### config.mk
export PLATFORM = sky130hd
export DESIGN_NAME = spool_ram
export DESIGN_NICKNAME = d
export VERILOG_FILES = /design/src/design/spool_ram.sv
export SDC_FILE = /design/constraint.sdc
export NUM_CORES = 1
export LEC_CHECK = 0
export ABC_AREA = 1
export BUFFER_PORTS_ARGS = -buffer_cell sky130_fd_sc_hd__buf_2
export CAP_MARGIN = 20
export CELL_PAD_IN_SITES_DETAIL_PLACEMENT = 1
export CELL_PAD_IN_SITES_GLOBAL_PLACEMENT = 2
export CORE_ASPECT_RATIO = 0.9
export CORE_UTILIZATION = 25
export CTS_CLUSTER_DIAMETER = 60
export CTS_CLUSTER_SIZE = 24
export DETAILED_ROUTE_END_ITERATION = 10
export HOLD_SLACK_MARGIN = 0.1
export PLACE_DENSITY = 0.6
export REMOVE_ABC_BUFFERS = 1
export SKIP_LAST_GASP = 1
export SLEW_MARGIN = 20
export SYNTH_ARGS = -nofsm -noshare
export SYNTH_HDL_FRONTEND = slang
export SYNTH_SLANG_ARGS = --single-unit
### constraint.sdc
create_clock -name clk -period 1.6 [get_ports clk]
set_input_delay 0.08 -clock clk [delete_from_list [all_inputs] [get_ports clk]]
set_output_delay 0.08 -clock clk [all_outputs]
set_load 0.01 [all_outputs]
### src/design/spool_ram.sv
`default_nettype none

module spool_ram #(
	parameter int unsigned WIDTH = 8,
	parameter int unsigned DEPTH = 16
) (
	input  wire logic                     clk,
	input  wire logic [$clog2(DEPTH)-1:0] addr,
	input  wire logic                     we,
	input  wire logic [WIDTH-1:0]         wdata,
	output logic      [WIDTH-1:0]         rdata
);

	logic [WIDTH-1:0] mem [DEPTH];
	logic [WIDTH-1:0] rd_q;

	always_ff @(posedge clk) begin
		if (we) begin
			mem[addr] <= wdata;
		end
		rd_q <= mem[addr];
	end

	assign rdata = rd_q;

endmodule

`default_nettype wire

After elaboration in Yosys (flattened, before gate mapping)
Memories as Yosys holds them, arrays and structs flattened. A register that Yosys moved wholly into a read port is not among the register bits.
Index checks and enable logic that the tools add are counted.
W data, S select, Z words.
{"block": "op_classes", "muxes": 2}
{"op": "$mux W1", "count": 2}
{"block": "word_totals", "regBits": 0, "ramBits": 128, "output_inout_bits": 8, "elab_cells": 3, "mem_count": 1}
{"memory": "mem", "words": 16, "word_bits": 8, "read_ports": 1, "rd_clocked_by_memory_dff": 1, "wr": 1, "line_no": "14", "text": "logic [WIDTH-1:0] mem [DEPTH];"}

Depth between registers and ports, before layout
Gate-level depths: netlist of run 1.
{"block": "logic_depth", "word_depth": 2, "mapped_depth": 11, "mapped_depth_nobuf": 9}

Worst setup path before layout of run 1
Ideal clock, no wire load.
{"block": "synth_path", "kind": "input -> register", "startpoint": "in addr[1]", "endpoint": "mem mem[3][0] (enable)", "setup_time_ps": 370, "arrival_ps": 1087, "t_required_ps": 1230, "setup_slack_ps": 143, "stages": 4, "cell_sequence": "buf_2 > clkbuf_1 > nand3_1 > nor2_1"}
{"element": "start: declaration", "line_no": "8", "text": "input wire logic [$clog2(DEPTH)-1:0] addr,"}
{"element": "end: declaration", "line_no": "14"}
Straight into the memory's write port.

==> results of run 1 <==
## registers in the layout, indices dropped and copies added, names as in the netlist
name,count
mem,128
rdata,8
## metrics by stage
step                power (mW)  setup slack (ns)
finish                   8.756            0.5931
global route             9.074            0.4589
CTS                      8.865            0.5616
detailed placement       4.627            0.1193
global placement         4.619            0.1218
floorplan                4.316          -0.04477
## critical path, cell delays in order (launching register included)
cell and delay [ns]:
edfxtp_1 0.36, nand2_1 0.07, nand2_1 0.06, nand2_1 0.06, nand2_1 0.07, nand2_1 0.07, nand2_1 0.06, inv_1 0.09
nand2_1 0.05
## cell usage in the layout, fill, tap and decap left out, types with 4 or more instances in the layout
master,netlist,routed
buf_4,6,29
edfxtp_1,128,128
bufinv_16,0,5
dfxtp_1,8,8
inv_1,21,21
clkbuf_16,0,17
nor2_1,18,18
buf_2,12,21
clkinv_2,0,5
dlygate4sd3_1,0,5
nand3_1,4,4
nand2_1,346,346
## cell families after synthesis
| logic type | Yosys count | synth area share (%) |
|---|---|---|
| flops | 136 | 71.59 |
| buf+inv | 44 | 3.624 |
| simple gates | 368 | 24.79 |
## worst max path at each step
stage | to | depth (start not counted)
after floorplan | mem[6][0] | 3
after global placement | mem[2][0] | 5
after detailed placement | mem[2][4] | 5
after CTS | rdata[7] | 8
after global routing | rdata[1] | 8
final | rdata[7] | 8
## Yosys cell counts (all sizes together)
cell | number | area share, %
nand2 | 346 | 23
nor2 | 18 | 1.2
dfxtp | 8 | 2.9
inv | 22 | 1.5
buf | 18 | 1.9
edfxtp | 128 | 69
nand3 | 4 | 0.36
clkbuf | 3 | 0.20
clkinv | 1 | 0.067
## repair_timing
action	in CTS	in global routing
buffers inserted	0	0
hold buffers	5	0
endpoints found under the setup margin	0	0
hold endpoints to repair	65	0
## layer usage
metal,part of all wire [%],track usage [%],routed length (um),up-vias
li1,-,-,-,1860
met1,48,17.62,7075,1844
met2,48,22.87,7156,37
met3,2.3,3.030,344,17
met4,1.6,5.769,231,0
met5,0,0,0,-
## power by group
| group | internal, mW | switching, mW | total [mW] | leakage [nW] |
|---|---|---|---|---|
| Sequential | 3.98 | 0.0210 | 4.00 | 1.22 |
| Clock | 2.75 | 1.47 | 4.21 | 0.315 |
| Combinational | 0.164 | 0.374 | 0.538 | 1.40 |
## final cells by class
cell class,count,share of cell area [%]
Tap cell,291,5.271
Clock inverter,14,2.970
Multi-Input combinational cell,368,20.07
Sequential cell,136,57.96
Timing Repair Buffer,58,6.267
Inverter,23,1.250
Clock buffer,18,6.213
==> metrics, run 1 <==
status finished clean; hold depth 1; Post-Syn Area 5593 um2; DR iter-0 viols 253; Starting Density 25.70%; HPWL after DPL 10070 um; final non-filler cell total 908; global-route wire length before repair 22720 um; Die ar. 22970 um2; Clk Latency, worst-skew pair 0.43 ns; final setup violation count 0; Die Y 143.9 um; HP Class input pin to flop; r2r setup slk 0.59 ns; Filler cells 2448; nets@finish 618; Pwr Density 1268 nW/um2; register area 4004 um2; share of cells above drive strength 1 13.61%; achievable frequency 993.1 MHz; Via Count 3758; period utilization 62.93%; # IOs 22; required time worst endpoint 1.91 ns; GRT Util Overall 13.85%; initial antenna violation count 0; final hold violations 0; Peak supply drop 860.9 uV; Max Slew Vio Count 0; Slew headroom 71.84%; skew final 0.007021 ns; routed length per instance 16.31 um; CTS root buf clkbuf_16; post-synthesis register bit count 136; final core utilization 31.75%; DR vias/cell 4.139; Syn-to-layout area delta 23.51%; RR Startpoint mem[4][7]; GP Congestion 0.7050; Worst Hold Launch wdata[6]; final WL 14810 um; htree depth 4; Core Area 21760 um2; worst reg2reg path depth 8; CP Class flop to flop; min Tclk post-route 1.007 ns; CP Launch Point mem[4][7]; R2R Path End rdata[7]; post-route cell area 6908 um2; Cells after Synth 548; DP Cell Count 871; Yosys Warn Count 0; area of the multi-input gates 1386 um2; Area after DPL 6223 um2; vias in the first global route 3888; hold path endpoint mem[6][6]; register area share after synthesis 71.59%; # port buffers 21; cts repair resizes 0; Worst EP arrival 1.32 ns; Antenna Violating Nets Remaining 0; Clock Path Buffers 2; Crit Path Max Fanout 1; crit start category flop; syn avg cell area 10.21 um2; total gr overflow 0; LEAKAGE 2.943 nW; clock-pin slew on the worst setup and hold paths 0.05 ns; maxcap violations 0; RSZ-0062 raised after global routing false; clock sink count 136; post-route DRC violation count 0; Yosys cell types 11; drt pass-1 iters 4; hold slack 0.09787 ns; standard-cell rows 51; largest net degree at the start of global routing 40; DIE WIDTH 159.7 um; CP endpoint kind flop; setup tns final 0 ns; measured slew at the worst slew-check pin 0.4219 ns; Num CTS Buffers 17; diodes inserted 0; CTS tree yes
No activity file was read; power rests on OpenSTA's default activity.
==> run 2: changes to the inputs <==
==> constraint.sdc (replaced) <==
create_clock -name clk -period 1 [get_ports clk]
set_input_delay 0.05 -clock clk [delete_from_list [all_inputs] [get_ports clk]]
set_output_delay 0.05 -clock clk [all_outputs]
set_load 0.01 [all_outputs]
==> metrics, run 2 (synthesis results as in run 1) <==
status finished clean (unchanged); Antenna Violating Nets Remaining 0 (unchanged); GP Congestion 0.6984 (was 0.7050); htree depth 4 (unchanged); Syn-to-layout area delta 24.63% (was 23.51%); Worst Setup Slack post-DPL -0.3526 ns (was 0.1193 ns); Die Y 143.9 um (unchanged); CTS root buf clkbuf_16 (unchanged); period utilization 96.05% (was 62.93%); HP Class input pin to flop (unchanged); Clock Path Buffers 2 (unchanged); clock sink count 136 (unchanged); drt pass-1 iters 4 (unchanged); diodes inserted 0 (unchanged); HPWL after DPL 9928 um (was 10070 um); # port buffers 21 (unchanged); skew final 0.01013 ns (was 0.007021 ns); Max Slew Vio Count 0 (unchanged); most flop-heavy register mem (unchanged); GRT Util Overall 13.80% (was 13.85%); achievable frequency 1041 MHz (was 993.1 MHz); combinational cell fraction of total power 7.1% (was 6.1%); Clock Power Share 44.0% (was 48.1%); final WL 14730 um (was 14810 um); min Tclk post-route 0.9605 ns (was 1.007 ns); final worst slack 0.03952 ns (was 0.5931 ns); clock-pin slew on the worst setup and hold paths 0.05 ns (about the same); cell internal pwr 10.27 mW (was 6.895 mW); maxcap violations 0 (unchanged); routed length per instance 16.10 um (was 16.31 um); largest net degree at the start of global routing 40 (unchanged); Clk Latency, worst-skew pair 0.42 ns (was 0.43 ns); vias in the first global route 4005 (was 3888); Die ar. 22970 um2 (unchanged); Crit Path Max Fanout 1 (unchanged); Switching Power 2.824 mW (was 1.862 mW); sw frac 21.57% (was 21.26%); nets@finish 626 (was 618); # IOs 22 (unchanged); Starting Density 25.70% (unchanged); most frequent cells in the layout 330 x nand2_1, 128 x edfxtp_1, 30 x buf_4 (was 346 x nand2_1, 128 x edfxtp_1, 29 x buf_4); final hold violations 0 (unchanged); max FFs per register 128 (unchanged); final setup violation count 0 (unchanged); Peak supply drop 896.2 uV (was 860.9 uV); Num CTS Buffers 17 (unchanged); Worst EP arrival 1.28 ns (was 1.32 ns); Area after DPL 6311 um2 (was 6223 um2); LEAKAGE 2.949 nW (was 2.943 nW); post-route cell area 6970 um2 (was 6908 um2); share of cells above drive strength 1 17.15% (was 13.61%); CP Class flop to flop (unchanged); share of power burned in registers 48.9% (was 45.7%); hold slack 0.2373 ns (was 0.09787 ns); global-route wire length before repair 22980 um (was 22720 um); post-CTS setup buffer count 0 (unchanged); CP endpoint kind flop (unchanged); post-route DRC violation count 0 (unchanged); most common cell after layout, fill and taps aside nand2_1 (unchanged); final core utilization 32.03% (was 31.75%); total gr overflow 0 (unchanged); Pwr Density 1879 nW/um2 (was 1268 nW/um2); required time worst endpoint 1.31 ns (was 1.91 ns); DIE WIDTH 159.7 um (unchanged); DR iter-0 viols 221 (was 253); DR vias/cell 4.164 (was 4.139); initial antenna violation count 0 (unchanged); Filler cells 2475 (was 2448); standard-cell rows 51 (unchanged); crit start category flop (unchanged); Slew headroom 72.88% (was 71.84%); Via Count 3810 (was 3758); RSZ-0062 raised after global routing true (was false); setup tns final 0 ns (unchanged); Core Area 21760 um2 (unchanged); CTS tree yes (unchanged); measured slew at the worst slew-check pin 0.4067 ns (was 0.4219 ns)
[run 2: critical path: stages (launching register included)]
cell      delay (ns)
edfxtp_1        0.37
nand2_1         0.07
nand2_1         0.05
nand2_1         0.06
nand2_1         0.06
nand2_2         0.08
nand2_2         0.06
inv_2           0.07
nand2_1         0.05
[run 2: final cells by class]
type                    instances  area (um2)  area share [%]
multi-input cells             368        1426           20.46
repair buffers                 66       550.5           7.898
inverters                      23       86.33           1.239
well taps                     291       364.1           5.223
clock buffers                  26       489.2           7.018
clock inverters                 5       50.05          0.7180
flip-flops and latches        136        4004           57.44
[run 2: metrics by stage]
stage | total power, mW | cells
detailed placement | 7.432 | 876
floorplan | 6.906 | 527
CTS | 13.26 | 915
global placement | 7.428 | 876
global route | 13.62 | 915
finish | 13.10 | 915
[run 2: timing repair]
item,in CTS,in global routing
gates resized for setup,3,20
hold endpoints to repair,128,0
endpoints found under the setup margin,3,8
gates cloned,0,0
pin swaps,0,31
hold buffers,8,0
[run 2: power groups by stage]
stage / Clock [mW] / Sequential (mW) / Combinational, mW
floorplan: 0 / 6.54 / 0.364
global placement: 0 / 6.52 / 0.904
detailed placement: 0 / 6.53 / 0.904
CTS: 5.92 / 6.41 / 0.934
global route: 6.16 / 6.42 / 1.05
finish: 5.76 / 6.41 / 0.925
[run 2: routing by layer]
| metal | GRT usage (%) | part of all wire [%] | up-vias |
|---|---|---|---|
| met5 | 0 | 0 | - |
| met4 | 4.251 | 1.1 | 0 |
| met3 | 3.579 | 2.6 | 8 |
| met2 | 23.58 | 49 | 38 |
| met1 | 17.12 | 47 | 1890 |
| li1 | - | - | 1874 |
[run 2: final timing paths]
| check | startpoint | end | slack [ns] | cells past startpoint |
|---|---|---|---|---|
| setup / recovery | mem[5][1] | rdata[1] | 0.04 | 8 |
| hold / removal | addr[2] | rdata[4] | 0.24 | 7 |
| setup reg to reg | mem[5][1] | rdata[1] | 0.04 | 8 |
| hold reg to reg | mem[8][7] | rdata[7] | 0.71 | 8 |
