[config.mk]
export PLATFORM = sky130hd
export DESIGN_NAME = spool_sweep
export DESIGN_NICKNAME = d
export VERILOG_FILES = /design/src/design/spool_sweep.sv
export SDC_FILE = /design/constraint.sdc
export NUM_CORES = 1
export LEC_CHECK = 0
export BUFFER_PORTS_ARGS = -buffer_cell sky130_fd_sc_hd__buf_2
export CORE_MARGIN = 5
export CORE_UTILIZATION = 35
export CTS_CLUSTER_DIAMETER = 80
export DETAILED_ROUTE_END_ITERATION = 16
export PLACE_DENSITY = 0.6
export SLEW_MARGIN = 10
export SYNTH_ARGS = -nofsm -noshare
export SYNTH_HDL_FRONTEND = slang
export SYNTH_SLANG_ARGS = --single-unit
[constraint.sdc]
create_clock -name clk -period 5.75 [get_ports clk]
set_clock_uncertainty 0.05 [all_clocks]
set_input_delay 0.2875 -clock clk [delete_from_list [all_inputs] [get_ports clk]]
set_output_delay 0.2875 -clock clk [all_outputs]
set_load 0.05 [all_outputs]
[src/design/spool_sweep.sv]
`default_nettype none

// Clearing pass after reset: walk every entry once, one per cycle.
module spool_sweep #(
	parameter int unsigned SLOT_COUNT = 512
) (
	input  wire logic                                clk,
	input  wire logic                                arst_n,
	output logic                                     busy,
	output logic [$clog2(SLOT_COUNT)-1:0]            addr,
	output logic [$clog2(SLOT_COUNT+1)-1:0]          next_init
);

	localparam int unsigned AW = $clog2(SLOT_COUNT);
	localparam int unsigned LW = $clog2(SLOT_COUNT + 1);

	logic [AW-1:0] cnt_q;
	logic          busy_q;

	always_ff @(posedge clk or negedge arst_n) begin
		if (!arst_n) begin
			cnt_q  <= '0;
			busy_q <= 1'b1;
		end else if (busy_q) begin
			if (cnt_q == AW'(SLOT_COUNT - 1)) begin
				busy_q <= 1'b0;
			end else begin
				cnt_q <= cnt_q + AW'(1);
			end
		end
	end

	assign busy      = busy_q;
	assign addr      = cnt_q;
	// last entry links to the end marker, which equals SLOT_COUNT
	assign next_init = LW'(cnt_q) + LW'(1);

endmodule

`default_nettype wire

# Word level (Yosys, flattened, before mapping)
# Cells that the tools add are included.
# totals
elab_cells	9
input_bits	2
reg_bits	10
# classes
eq_ne	1
n_reduce_logical	1
muxes	2
n_addsub	2
bitwise_logic	1
# ops
op	n
adder 9 x 1 -> 10 bit (second input constant)	1
adder 9 x 1 -> 9 bit (second input constant)	1
== test 9 bit (second input constant)	1
2-to-1 mux 1 bit	2
AND reduction 2 bit	1
inverter 1 bit	1

# Logic depth before layout (Yosys ltp)
# Gate-level depths: netlist of the first run.
# depth
ltp_word	3
mapped_depth	9
ltp_nobuf	9

# Worst setup path before layout of the first run
# Ideal clock, no wire load.
# synth_path
path_type	register -> output
startpoint	reg cnt_q[1] (netlist: addr[1])
endpoint	out next_init[6]
path_buffers	0
stages_incl_launch_ff	5
slack_ps	3342
arrival_ps	2070
required_ps	5413
cell_sequence	dfrtp_1 ha_1 nand3_2 nor2_1 xor2_1
# synth_between
elab_chain_cells	1
# synth_rtl
item	line_no	source
start: declaration	17	logic [AW-1:0] cnt_q;
start signal: assignment	28	cnt_q <= cnt_q + AW'(1);
adder 9 x 1 -> 10 bit	36	assign next_init = LW'(cnt_q) + LW'(1);
end: declaration	11	output logic [$clog2(SLOT_COUNT+1)-1:0] next_init
# Every way passes these cells.

# Worst setup path in the final report of the first run
# layout_path
startpoint	reg cnt_q[1] (netlist: addr[1])
endpoint	out next_init[8]
# Same word-level chain as after synthesis.

==> flow_summary_export.csv, run 1 <==
group,metric,value,unit
cells_and_area,n_antenna_cell,0,
power,ir_worst_vdd,0.0001090,V
drt,dr.pass1.iters,4,
clocking,cts.hold.buffers_added,1,
global_route,grt_pass1_vias,429,
die,initial_utilization,36.64,%
worst_setup_path,cp_top_family,"simple AND/OR/NAND/NOR gates",
clocking,htree_levels,1,
place,place_congestion,0.6866,
clocking,cts_inserted_buffers,3,
worst_setup_path,startpoint,"addr[1]$_DFFE_PN0P_",
global_route,grt.overflow.total,0,
worst_setup_path,cp_common_cell,"ha_1",
worst_setup_path,cp-endpoint,"next_init[8]",
worst_setup_path,worstPathArrival,1.93,ns
worst_setup_path,crit_fanout,6,
yosys,yosysWarnings,0,
yosys,synth_nets,56,
worst_setup_path,critPathBufInv,1,
yosys,ys_types,16,
global_route,antenna_found_initial,0,
clocking,cts_max_path_buffers,2,
yosys,synth-seq-area-share,46.10,%
clocking,clockRootBuffer,"clkbuf_4",
cells_and_area,final_area,701.9,um^2
clocking,cts.sinks,10,
worst_setup_path,worstPathCellList,"ha_1, nand3_2, nor2_1, and3_1, ha_1, buf_2",
power,leakage,0.0004287,uW
worst_setup_path,r2r-start,"addr[0]$_DFFE_PN0P_",
timing,setup_viol,0,
global_route,grt.total_usage,10.66,%
timing,worst_pin_slew,0.2934,ns
worst_hold_path,hold_class,"in -> async",
global_route,grt_max_degree,11,
worst_setup_path,cp-start-kind,"flip-flop",
yosys,synth_seq_cells,10,
drt,avgViaCountPerCell,4.892,
timing,timing.final.ws_setup,3.481,ns
place,place_ws,3.685,ns
worst_setup_path,r2r_slack,3.68,ns
worst_setup_path,cp_slowest_cell,"dfrtp_1",
power,power_density,176.9,mW/mm^2
clocking,clk_pin_slew,0.07,ns
drt,detail_route.wirelength,1195,um
yosys,ys_async_sr_fraction,100.0,%
die,die_h,49.48,um
cells_and_area,drive_gt1_share,40.26,%
clocking,clkLatencyLatePin,0.26,ns
drt,vias,455,
drt,ant_nets,0,
worst_setup_path,rr_endpoint,"addr[5]$_DFFE_PN0P_",
die,num_rows,14,
yosys,synthCells,52,
timing,timing.final.crit_share,39.47,%
cells_and_area,syn_to_final_growth,28.67,%
clocking,post-cts-setup-buffers,0,
yosys,avgSynthCellArea,10.49,um^2
timing,maxSlewViolCount,0,
worst_setup_path,crit_path_end_kind,"output port",
run_status,status,"complete, no violations",
cells_and_area,post-route-util,47.14,%
die,die_width,49.48,um
cells_and_area,finalNetCount,82,
timing,final-hold-violation-count,0,
yosys,synth_edf_count,0,
clocking,cts_resized,0,
flow_run,cap_violations,0,
place,place_area,665.6,um^2
timing,rsz0062_at_grt,"no",
worst_setup_path,reg2regPathDepth,9,
worst_setup_path,required,5.41,ns
yosys,synth_flop_cell,"dfrtp_1",
drt,drc,0,
worst_setup_path,critPathKind,"reg -> out",
worst_setup_path,critical_path.max_stage_delay,0.45,ns
drt,post_drt_wl_per_cell,12.85,um
timing,setup_tns,0,ns
die,dieArea,0.002448,mm^2
global_route,grt_pass1_wl,2001,um
worst_setup_path,path_depth,6,
place,hpwl,856.7,um
drt,drt_iter0_markers,7,
place,io_buffers,21,
timing,max_slew_margin,80.44,%
die,core,0.001489,mm^2
yosys,syn_area,545.5,um^2
clocking,cts_tree,"done",
die,boundaryPins,22,
timing,fmax,440.6,MHz
timing,finalCriticalPeriod,2.269,ns
state kept, by name, summed over array words and instances, names as in the netlist:
| signal | flops |
|---|---|
| addr | 9 |
| busy | 1 |
cell type report:
cell class                      count  area, um^2
Clock buffer                        4       26.28
Sequential cell                    10       251.5
Inverter                            2       7.507
Tap cell                           16       20.02
Fill cell                         153       787.0
Timing Repair Buffer               22       115.1
Multi-Input combinational cell     39       281.5
cells by family (layout without fill, tap and decap cells):
logic type | count (synthesis) | in the layout | synth area share [%]
and+or+nand+nor | 24 | 24 | 26.14
xor gates and xnor gates | 13 | 13 | 20.87
DFF | 10 | 10 | 46.10
buffers and inverters | 3 | 28 | 2.293
adders and majority gates | 2 | 2 | 4.586
power breakdown:
group / switching [uW] / total, uW / internal, uW
logic: 1.42 / 2.12 / 0.692
registers: 0 / 70.3 / 70.3
clock network: 24.9 / 51.7 / 26.8
cell usage after synthesis, types with 2 or more instances:
cell type / instances / share of area [%]
nand2_1: 9 / 6.2
nor2_1: 4 / 2.8
inv_1: 2 / 1.4
and3_1: 2 / 2.3
dfrtp_1: 9 / 41
nand3_1: 3 / 2.8
nor3_2: 2 / 3.7
xnor2_1: 6 / 9.6
ha_1: 2 / 4.6
xor2_1: 7 / 11
per-layer routing:
layer	global-route usage (%)	up-vias	routed length, um
met2	16.31	17	575
met3	3.916	2	100
li1	-	219	-
met1	13.08	217	507
met4	5.240	0	12
met5	0	-	0
metrics by stage:
stage                     hold slack, ns  total power [uW]  cells
final                             0.3590             124.2     93
after global routing              0.3826             130.9     93
after CTS                         0.3564             125.5     93
after detailed placement          0.1131             73.40     88
after global placement            0.1106             73.36     88
after floorplan                 -0.05809             71.69     52
cell usage in the layout, fill, tap and decap left out:
| cell | count |
|---|---|
| buf_2 | 21 |
| nand2_1 | 9 |
| dfrtp_1 | 9 |
| xor2_1 | 7 |
| xnor2_1 | 6 |
| nor2_1 | 4 |
| nand3_1 | 3 |
| clkbuf_4 | 3 |
| inv_1 | 2 |
| and3_1 | 2 |
| nor3_2 | 2 |
| ha_1 | 2 |
| nand4_2 | 1 |
| nand3_2 | 1 |
| and4_2 | 1 |
| nand2b_4 | 1 |
| dfstp_2 | 1 |
| clkbuf_1 | 1 |
| dlygate4sd3_1 | 1 |
worst min path at each step:
stage	endpoint	cells after the start	start	slack [ns]
floorplan	addr[0]$_DFFE_PN0P_	0	arst_n	-0.06
global placement	addr[7]$_DFFE_PN0P_	1	arst_n	0.11
detailed placement	addr[6]$_DFFE_PN0P_	1	arst_n	0.11
CTS	addr[6]$_DFFE_PN0P_	2	arst_n	0.36
global route	addr[6]$_DFFE_PN0P_	2	arst_n	0.38
finish	addr[7]$_DFFE_PN0P_	2	arst_n	0.36
Note: power is estimated with default switching activity, not from simulation.
==> run 2: changes to the inputs <==
--- a/config.mk
+++ b/config.mk
@@ -5,6 +5,7 @@
 export SDC_FILE = /design/constraint.sdc
 export NUM_CORES = 1
 export LEC_CHECK = 0
+export ABC_AREA = 1
 export BUFFER_PORTS_ARGS = -buffer_cell sky130_fd_sc_hd__buf_2
 export CORE_MARGIN = 5
 export CORE_UTILIZATION = 35
==> constraint.sdc (replaced) <==
create_clock -name clk -period 2.3 [get_ports clk]
set_clock_uncertainty 0.05 [all_clocks]
set_input_delay 0.115 -clock clk [delete_from_list [all_inputs] [get_ports clk]]
set_output_delay 0.115 -clock clk [all_outputs]
set_load 0.05 [all_outputs]
==> run 2 against run 1 <==
Combinational power rose to 2.5 times the previous value. Sequential share of layout area down 1.5 points. Design area up 4.3%. Final cell count up 28%. Power up 150%. Hold slack worse by 0.15 ns. First-iteration DRC count up 71%. Worst setup slack worse by 3.2 ns. Die area up 2.6%. Wire length up 11%. Synthesized cell count up 46%. Register-to-register slack worse by 3.3 ns. Highest routed layer unchanged.
==> flow_summary_export.csv, run 2 <==
group,metric,value,unit
power,power_switching_share,20.09,%
power,p_int,244.6,uW
drt,avgViaCountPerCell,4.563,
worst_setup_path,critical_path.max_stage_delay,0.44,ns
cells_and_area,syn_to_final_growth,30.00,%
power,power,306.1,uW
drt,drt_iter0_markers,12,
flow_run,cap_violations,0,
clocking,htree_levels,1,
die,core,0.001524,mm^2
cells_and_area,final_area,732.0,um^2
clocking,cts.sinks,10,
yosys,avgSynthCellArea,7.408,um^2
die,num_rows,14,
clocking,clockRootBuffer,"clkbuf_4",
cells_and_area,finalNetCount,108,
place,place_area,695.7,um^2
worst_setup_path,cp-start-kind,"flip-flop",
cells_and_area,final_cell_mix,"28 x nand2_1, 21 x buf_2, 9 x dfrtp_1",
yosys,ys_types,16,
worst_setup_path,cp_common_cell,"ha_1",
cells_and_area,largest_reg_flops,9,
timing,worst_pin_slew,0.2482,ns
power,seqPwrFrac,57.5,%
yosys,syn_area,563.0,um^2
power,leakage,0.0004288,uW
global_route,grt_pass1_wl,2283,um
drt,dr.pass1.iters,4,
worst_hold_path,hold_class,"in -> async",
drt,drc,0,
yosys,synth_edf_count,0,
yosys,yosys-top-cells-count,"28 x nand2_1, 9 x dfrtp_1, 8 x inv_1, 8 x nor2_1, 7 x nand3_1",
yosys,synth_top_cell_area_share,40.00,%
worst_setup_path,crit_fanout,5,
worst_setup_path,critPathBufInv,2,
clocking,cts_inserted_buffers,3,
drt,ant_nets,0,
worst_setup_path,cp_top_family,"adder cells",
global_route,grt_max_degree,11,
power,p_switching,61.48,uW
run_status,status,"complete, no violations",
clocking,clkLatencyLatePin,0.26,ns
worst_setup_path,worstPathArrival,1.83,ns
timing,rsz0062_at_grt,"no",
clocking,cts_resized,0,
timing,max_slew_margin,83.39,%
clocking,cts_tree,"done",
yosys,synth-seq-area-share,44.67,%
yosys,synth_nets,80,
cells_and_area,layout_commonest_cell,"nand2_1",
yosys,yosysWarnings,0,
timing,timing.final.crit_share,86.69,%
global_route,grt_pass1_vias,487,
global_route,antenna_found_initial,0,
cells_and_area,stdcell_count,119,
clocking,cts.hold.buffers_added,1,
yosys,ys_async_sr_fraction,100.0,%
die,initial_utilization,36.95,%
cells_and_area,n_antenna_cell,0,
place,place_congestion,0.7582,
worst_setup_path,critPathKind,"reg -> out",
drt,vias,543,
global_route,grt.overflow.total,0,
yosys,synth.largest_area_cell,"dfrtp_1",
timing,maxSlewViolCount,0,
die,die_width,50.11,um
power,power_density,418.2,mW/mm^2
power,clockPowerShare,40.8,%
yosys,synth_seq_cells,10,
power,ir_worst_vdd,0.0004043,V
clocking,clk_pin_slew,0.07,ns
drt,post_drt_wl_per_cell,11.17,um
cells_and_area,drive_gt1_share,30.10,%
timing,setup_tns,0,ns
place,dp.cells,114,
yosys,synth_flop_cell,"dfrtp_1",
worst_setup_path,cp_slowest_cell,"dfrtp_1",
timing,finalCriticalPeriod,1.994,ns
clocking,post-cts-setup-buffers,0,
die,dieArea,0.002511,mm^2
timing,fmax,501.5,MHz
die,die_h,50.11,um
worst_setup_path,required,2.13,ns
clocking,cts_max_path_buffers,2,
power,p_comb_share,1.7,%
die,boundaryPins,22,
yosys,synthCells,76,
timing,final-hold-violation-count,0,
worst_setup_path,crit_path_end_kind,"output port",
place,io_buffers,21,
worst_setup_path,worstPathCellList,"ha_1, nand2_1, clkinv_2, nand3_1, nor2_1, ha_1, buf_2",
timing,setup_viol,0,
drt,detail_route.wirelength,1329,um
place,hpwl,1034,um
global_route,grt.total_usage,11.62,%
yosys,yosys.cell_count.top_type,"nand2_1",
yosys,synth_area_leaders,"dfrtp_1 40%, nand2_1 19%, nand3_1 6.2%, inv_1 5.3%, nor2_1 5.3%",
==> run 2: changes by cell type in the layout (fill, tap and decap cells not counted), moves of 4 or more <==
cell,before,now
nand2_1,9,28
inv_1,2,8
xnor2_1,6,0
xor2_1,7,2
nand3_1,3,7
nor2_1,4,8
==> run 2: area by class of cell <==
type,count,area (um^2)
Multi-Input combinational cell,56,269.0
Inverter,9,35.03
Clock buffer,4,26.28
Fill cell,158,792.0
Tap cell,16,20.02
Sequential cell,10,251.5
Timing Repair Buffer,24,130.1
==> run 2: final timing paths <==
path	from	end	slack [ns]	cells past startpoint
hold reg to reg	addr[8]$_DFFE_PN0P_	addr[8]$_DFFE_PN0P_	0.49	2
setup / recovery	addr[0]$_DFFE_PN0P_	next_init[8]	0.31	7
max in group asynchronous	arst_n	busy$_DFF_PN1_	1.74	2
setup reg to reg	addr[0]$_DFFE_PN0P_	addr[0]$_DFFE_PN0P_	0.37	9
hold / removal	arst_n	addr[3]$_DFFE_PN0P_	0.20	2
min in group clk	addr[8]$_DFFE_PN0P_	addr[8]$_DFFE_PN0P_	0.49	2
==> run 2: layer usage <==
metal	GRT usage, %	vias up	routed length, um
li1	-	287	-
met2	16.32	18	588
met4	5.240	0	23
met5	0	-	0
met3	3.313	4	100
met1	16.24	234	617
==> run 2: power groups by stage <==
| stage | registers, uW | clock network (uW) | logic [uW] |
|---|---|---|---|
| floorplan | 179 | 0 | 0.000155 |
| CTS | 176 | 135 | 5.67 |
| global placement | 179 | 0 | 4.39 |
| global route | 176 | 149 | 6.51 |
| detailed placement | 179 | 0 | 4.37 |
| finish | 176 | 125 | 5.35 |
==> run 2: per-stage QoR <==
stage / util (%) / setup WS (ns) / hold slack (ns)
2_1_floorplan: - / 0.2138 / -0.2306
4_1_cts: 48.03 / 0.2795 / 0.1912
3_5_place_dp: 45.65 / 0.3855 / -0.05863
5_1_grt: 48.03 / 0.1494 / 0.2189
3_3_place_gp: 45.65 / 0.4816 / -0.05788
6_report: 48.03 / 0.3060 / 0.2044
==> run 2: cell families (layout without fill, tap and decap cells) <==
kind of cell / count (synthesis) / in the layout / share of synthesized area [%]
simple gates: 49 / 49 / 37.56
flops: 10 / 10 / 44.67
buf+inv: 10 / 37 / 7.555
compound gates: 3 / 3 / 2.666
fa+ha+maj: 2 / 2 / 4.444
xor+xnor: 2 / 2 / 3.112
==> run 3: changes to the inputs <==
--- a/config.mk
+++ b/config.mk
@@ -11,6 +11,7 @@
 export CORE_UTILIZATION = 35
 export CTS_CLUSTER_DIAMETER = 80
 export DETAILED_ROUTE_END_ITERATION = 16
+export GPL_TIMING_DRIVEN = 0
 export PLACE_DENSITY = 0.6
 export SLEW_MARGIN = 10
 export SYNTH_ARGS = -nofsm -noshare
==> constraint.sdc (replaced) <==
create_clock -name clk -period 2.14 [get_ports clk]
set_clock_uncertainty 0.05 [all_clocks]
set_input_delay 0.107 -clock clk [delete_from_list [all_inputs] [get_ports clk]]
set_output_delay 0.107 -clock clk [all_outputs]
set_load 0.05 [all_outputs]
==> run 3 against run 2 <==
Design area increased by 0.68%. Critical path type unchanged. Register-to-register slack got worse by 0.12 ns. Critical path depth unchanged. Largest power group unchanged. Sequential share of layout area decreased by 0.23 points. Non-clock buffer count decreased by 1. Clock-buffer cell count unchanged. Hold slack got worse by 0.015 ns. Power increased by 21%. Combinational power increased by 9.0%.
==> flow_summary_export.csv, run 3 (synthesis results as in run 2) <==
group,metric,value,unit
run_status,status,"complete, no violations",
worst_setup_path,required,1.98,ns
worst_setup_path,r2r-start,"addr[0]$_DFFE_PN0P_",
worst_setup_path,cp-start-kind,"flip-flop",
drt,avgViaCountPerCell,4.500,
power,p_int,294.2,uW
drt,drt_iter0_markers,10,
power,seqPwrFrac,51.2,%
power,p_comb_share,1.6,%
power,power_density,500.8,mW/mm^2
power,power_switching_share,20.28,%
power,power,369.0,uW
power,clockPowerShare,47.2,%
die,dieArea,0.002511,mm^2
timing,timing.final.crit_share,91.45,%
drt,post_drt_wl_per_cell,11.19,um
timing,final-hold-violation-count,0,
worst_setup_path,worstPathArrival,1.80,ns
worst_setup_path,cp_top_family,"adder cells",
clocking,cts_tree,"done",
place,place_area,688.2,um^2
place,hpwl,979.8,um
worst_setup_path,critPathBufInv,2,
clocking,cts.sinks,10,
global_route,grt_pass1_vias,501,
worst_setup_path,cp_slowest_cell,"dfrtp_1",
drt,ant_nets,0,
worst_setup_path,worstPathCellList,"ha_1, nand2_1, clkinv_2, nand3_1, nor2_1, ha_1, clkbuf_4",
cells_and_area,layout_commonest_cell,"nand2_1",
clocking,clk_pin_slew,0.08,ns
timing,hold_slack,0.1892,ns
clocking,clkLatencyLatePin,0.27,ns
drt,drc,0,
timing,timing.final.ws_setup,0.1829,ns
cells_and_area,n_antenna_cell,0,
cells_and_area,largest_reg_flops,9,
cells_and_area,syn_to_final_growth,30.89,%
global_route,grt.total_usage,11.02,%
place,place_ws,0.2517,ns
die,boundaryPins,22,
worst_setup_path,cp_common_cell,"ha_1",
die,die_width,50.11,um
power,leakage,0.0004286,uW
worst_hold_path,hold_class,"in -> async",
timing,setup_viol,0,
place,io_buffers,21,
global_route,grt_max_degree,11,
die,core,0.001524,mm^2
place,place_congestion,0.7212,
drt,detail_route.wirelength,1320,um
clocking,clockRootBuffer,"clkbuf_4",
timing,maxSlewViolCount,0,
die,num_rows,14,
worst_setup_path,startpoint,"addr[0]$_DFFE_PN0P_",
cells_and_area,final_cell_mix,"28 x nand2_1, 20 x buf_2, 9 x dfrtp_1",
clocking,htree_levels,1,
worst_setup_path,critPathKind,"reg -> out",
worst_setup_path,crit_fanout,5,
timing,fmax,511.0,MHz
global_route,antenna_found_initial,0,
global_route,grt_pass1_wl,2152,um
clocking,post-cts-setup-buffers,0,
timing,rsz0062_at_grt,"yes",
drt,vias,531,
timing,finalCriticalPeriod,1.957,ns
cells_and_area,final_area,737.0,um^2
die,initial_utilization,36.95,%
cells_and_area,drive_gt1_share,30.39,%
timing,max_slew_margin,83.07,%
worst_setup_path,crit_path_end_kind,"output port",
flow_run,cap_violations,0,
timing,worst_pin_slew,0.2537,ns
clocking,cts_max_path_buffers,2,
global_route,grt.overflow.total,0,
worst_setup_path,critical_path.max_stage_delay,0.43,ns
cells_and_area,finalNetCount,107,
die,die_h,50.11,um
power,p_switching,74.84,uW
clocking,cts_inserted_buffers,3,
drt,dr.pass1.iters,4,
power,ir_worst_vdd,0.0002380,V
-- run 3: repair_timing --
item	in CTS	in global routing
hold buffers	1	0
endpoints found under the setup margin	0	2
endpoints found under the hold margin	10	0
resized for setup	0	1
-- run 3: through the flow --
| stage | std cells | utilization [%] | TNS, ns |
|---|---|---|---|
| finish | 118 | 48.36 | 0 |
| global route | 118 | 48.36 | -0.001291 |
| CTS | 118 | 48.19 | 0 |
| global placement | 113 | 45.16 | 0 |
| floorplan | 76 | - | 0 |
| detailed placement | 113 | 45.16 | 0 |
-- run 3: path summary, 6_finish.rpt --
path | cells after the start | slack, ns | end
worst max-delay path | 7 | 0.18 | next_init[8]
min in group clk | 2 | 0.49 | addr[8]$_DFFE_PN0P_
worst max register to register | 10 | 0.25 | addr[7]$_DFFE_PN0P_
max in group asynchronous | 2 | 1.58 | busy$_DFF_PN1_
worst min-delay path | 2 | 0.19 | addr[3]$_DFFE_PN0P_
worst min register to register | 2 | 0.49 | addr[8]$_DFFE_PN0P_
-- run 3: cell type report --
| class | count | area, um^2 |
|---|---|---|
| fillers | 153 | 787.0 |
| multi-input cells | 56 | 269.0 |
| flip-flops and latches | 10 | 251.5 |
| repair buffers | 22 | 117.6 |
| clock buffers | 4 | 36.28 |
| inverters | 9 | 35.03 |
| well taps | 16 | 20.02 |
| plain buffers | 1 | 7.507 |
-- run 3: worst reg2reg max path: stages (launching register included) --
cell and delay, ns:
dfrtp_1 0.43, ha_1 0.23, nand2_1 0.11, clkinv_2 0.08, nand3_1 0.12, nor2_1 0.06
ha_1 0.17, nor2_1 0.20, inv_1 0.19, nand2_1 0.10, nand2_1 0.05
-- run 3: layer usage --
layer / vias to the layer above / part of all wire (%) / GRT usage [%]
met5: - / 0 / 0
met3: 4 / 6.8 / 2.410
li1: 287 / - / -
met4: 0 / 1.9 / 6.550
met1: 224 / 49 / 14.47
met2: 16 / 42 / 16.32
-- run 3: power by group through the flow --
stage          clock network [uW]  logic [uW]  registers (uW)
3_5_place_dp                    0        4.65             193
3_3_place_gp                    0        4.67             193
6_report                      174        5.83             189
4_1_cts                       178        6.06             189
2_1_floorplan                   0    0.000155             193
5_1_grt                       187        6.97             189
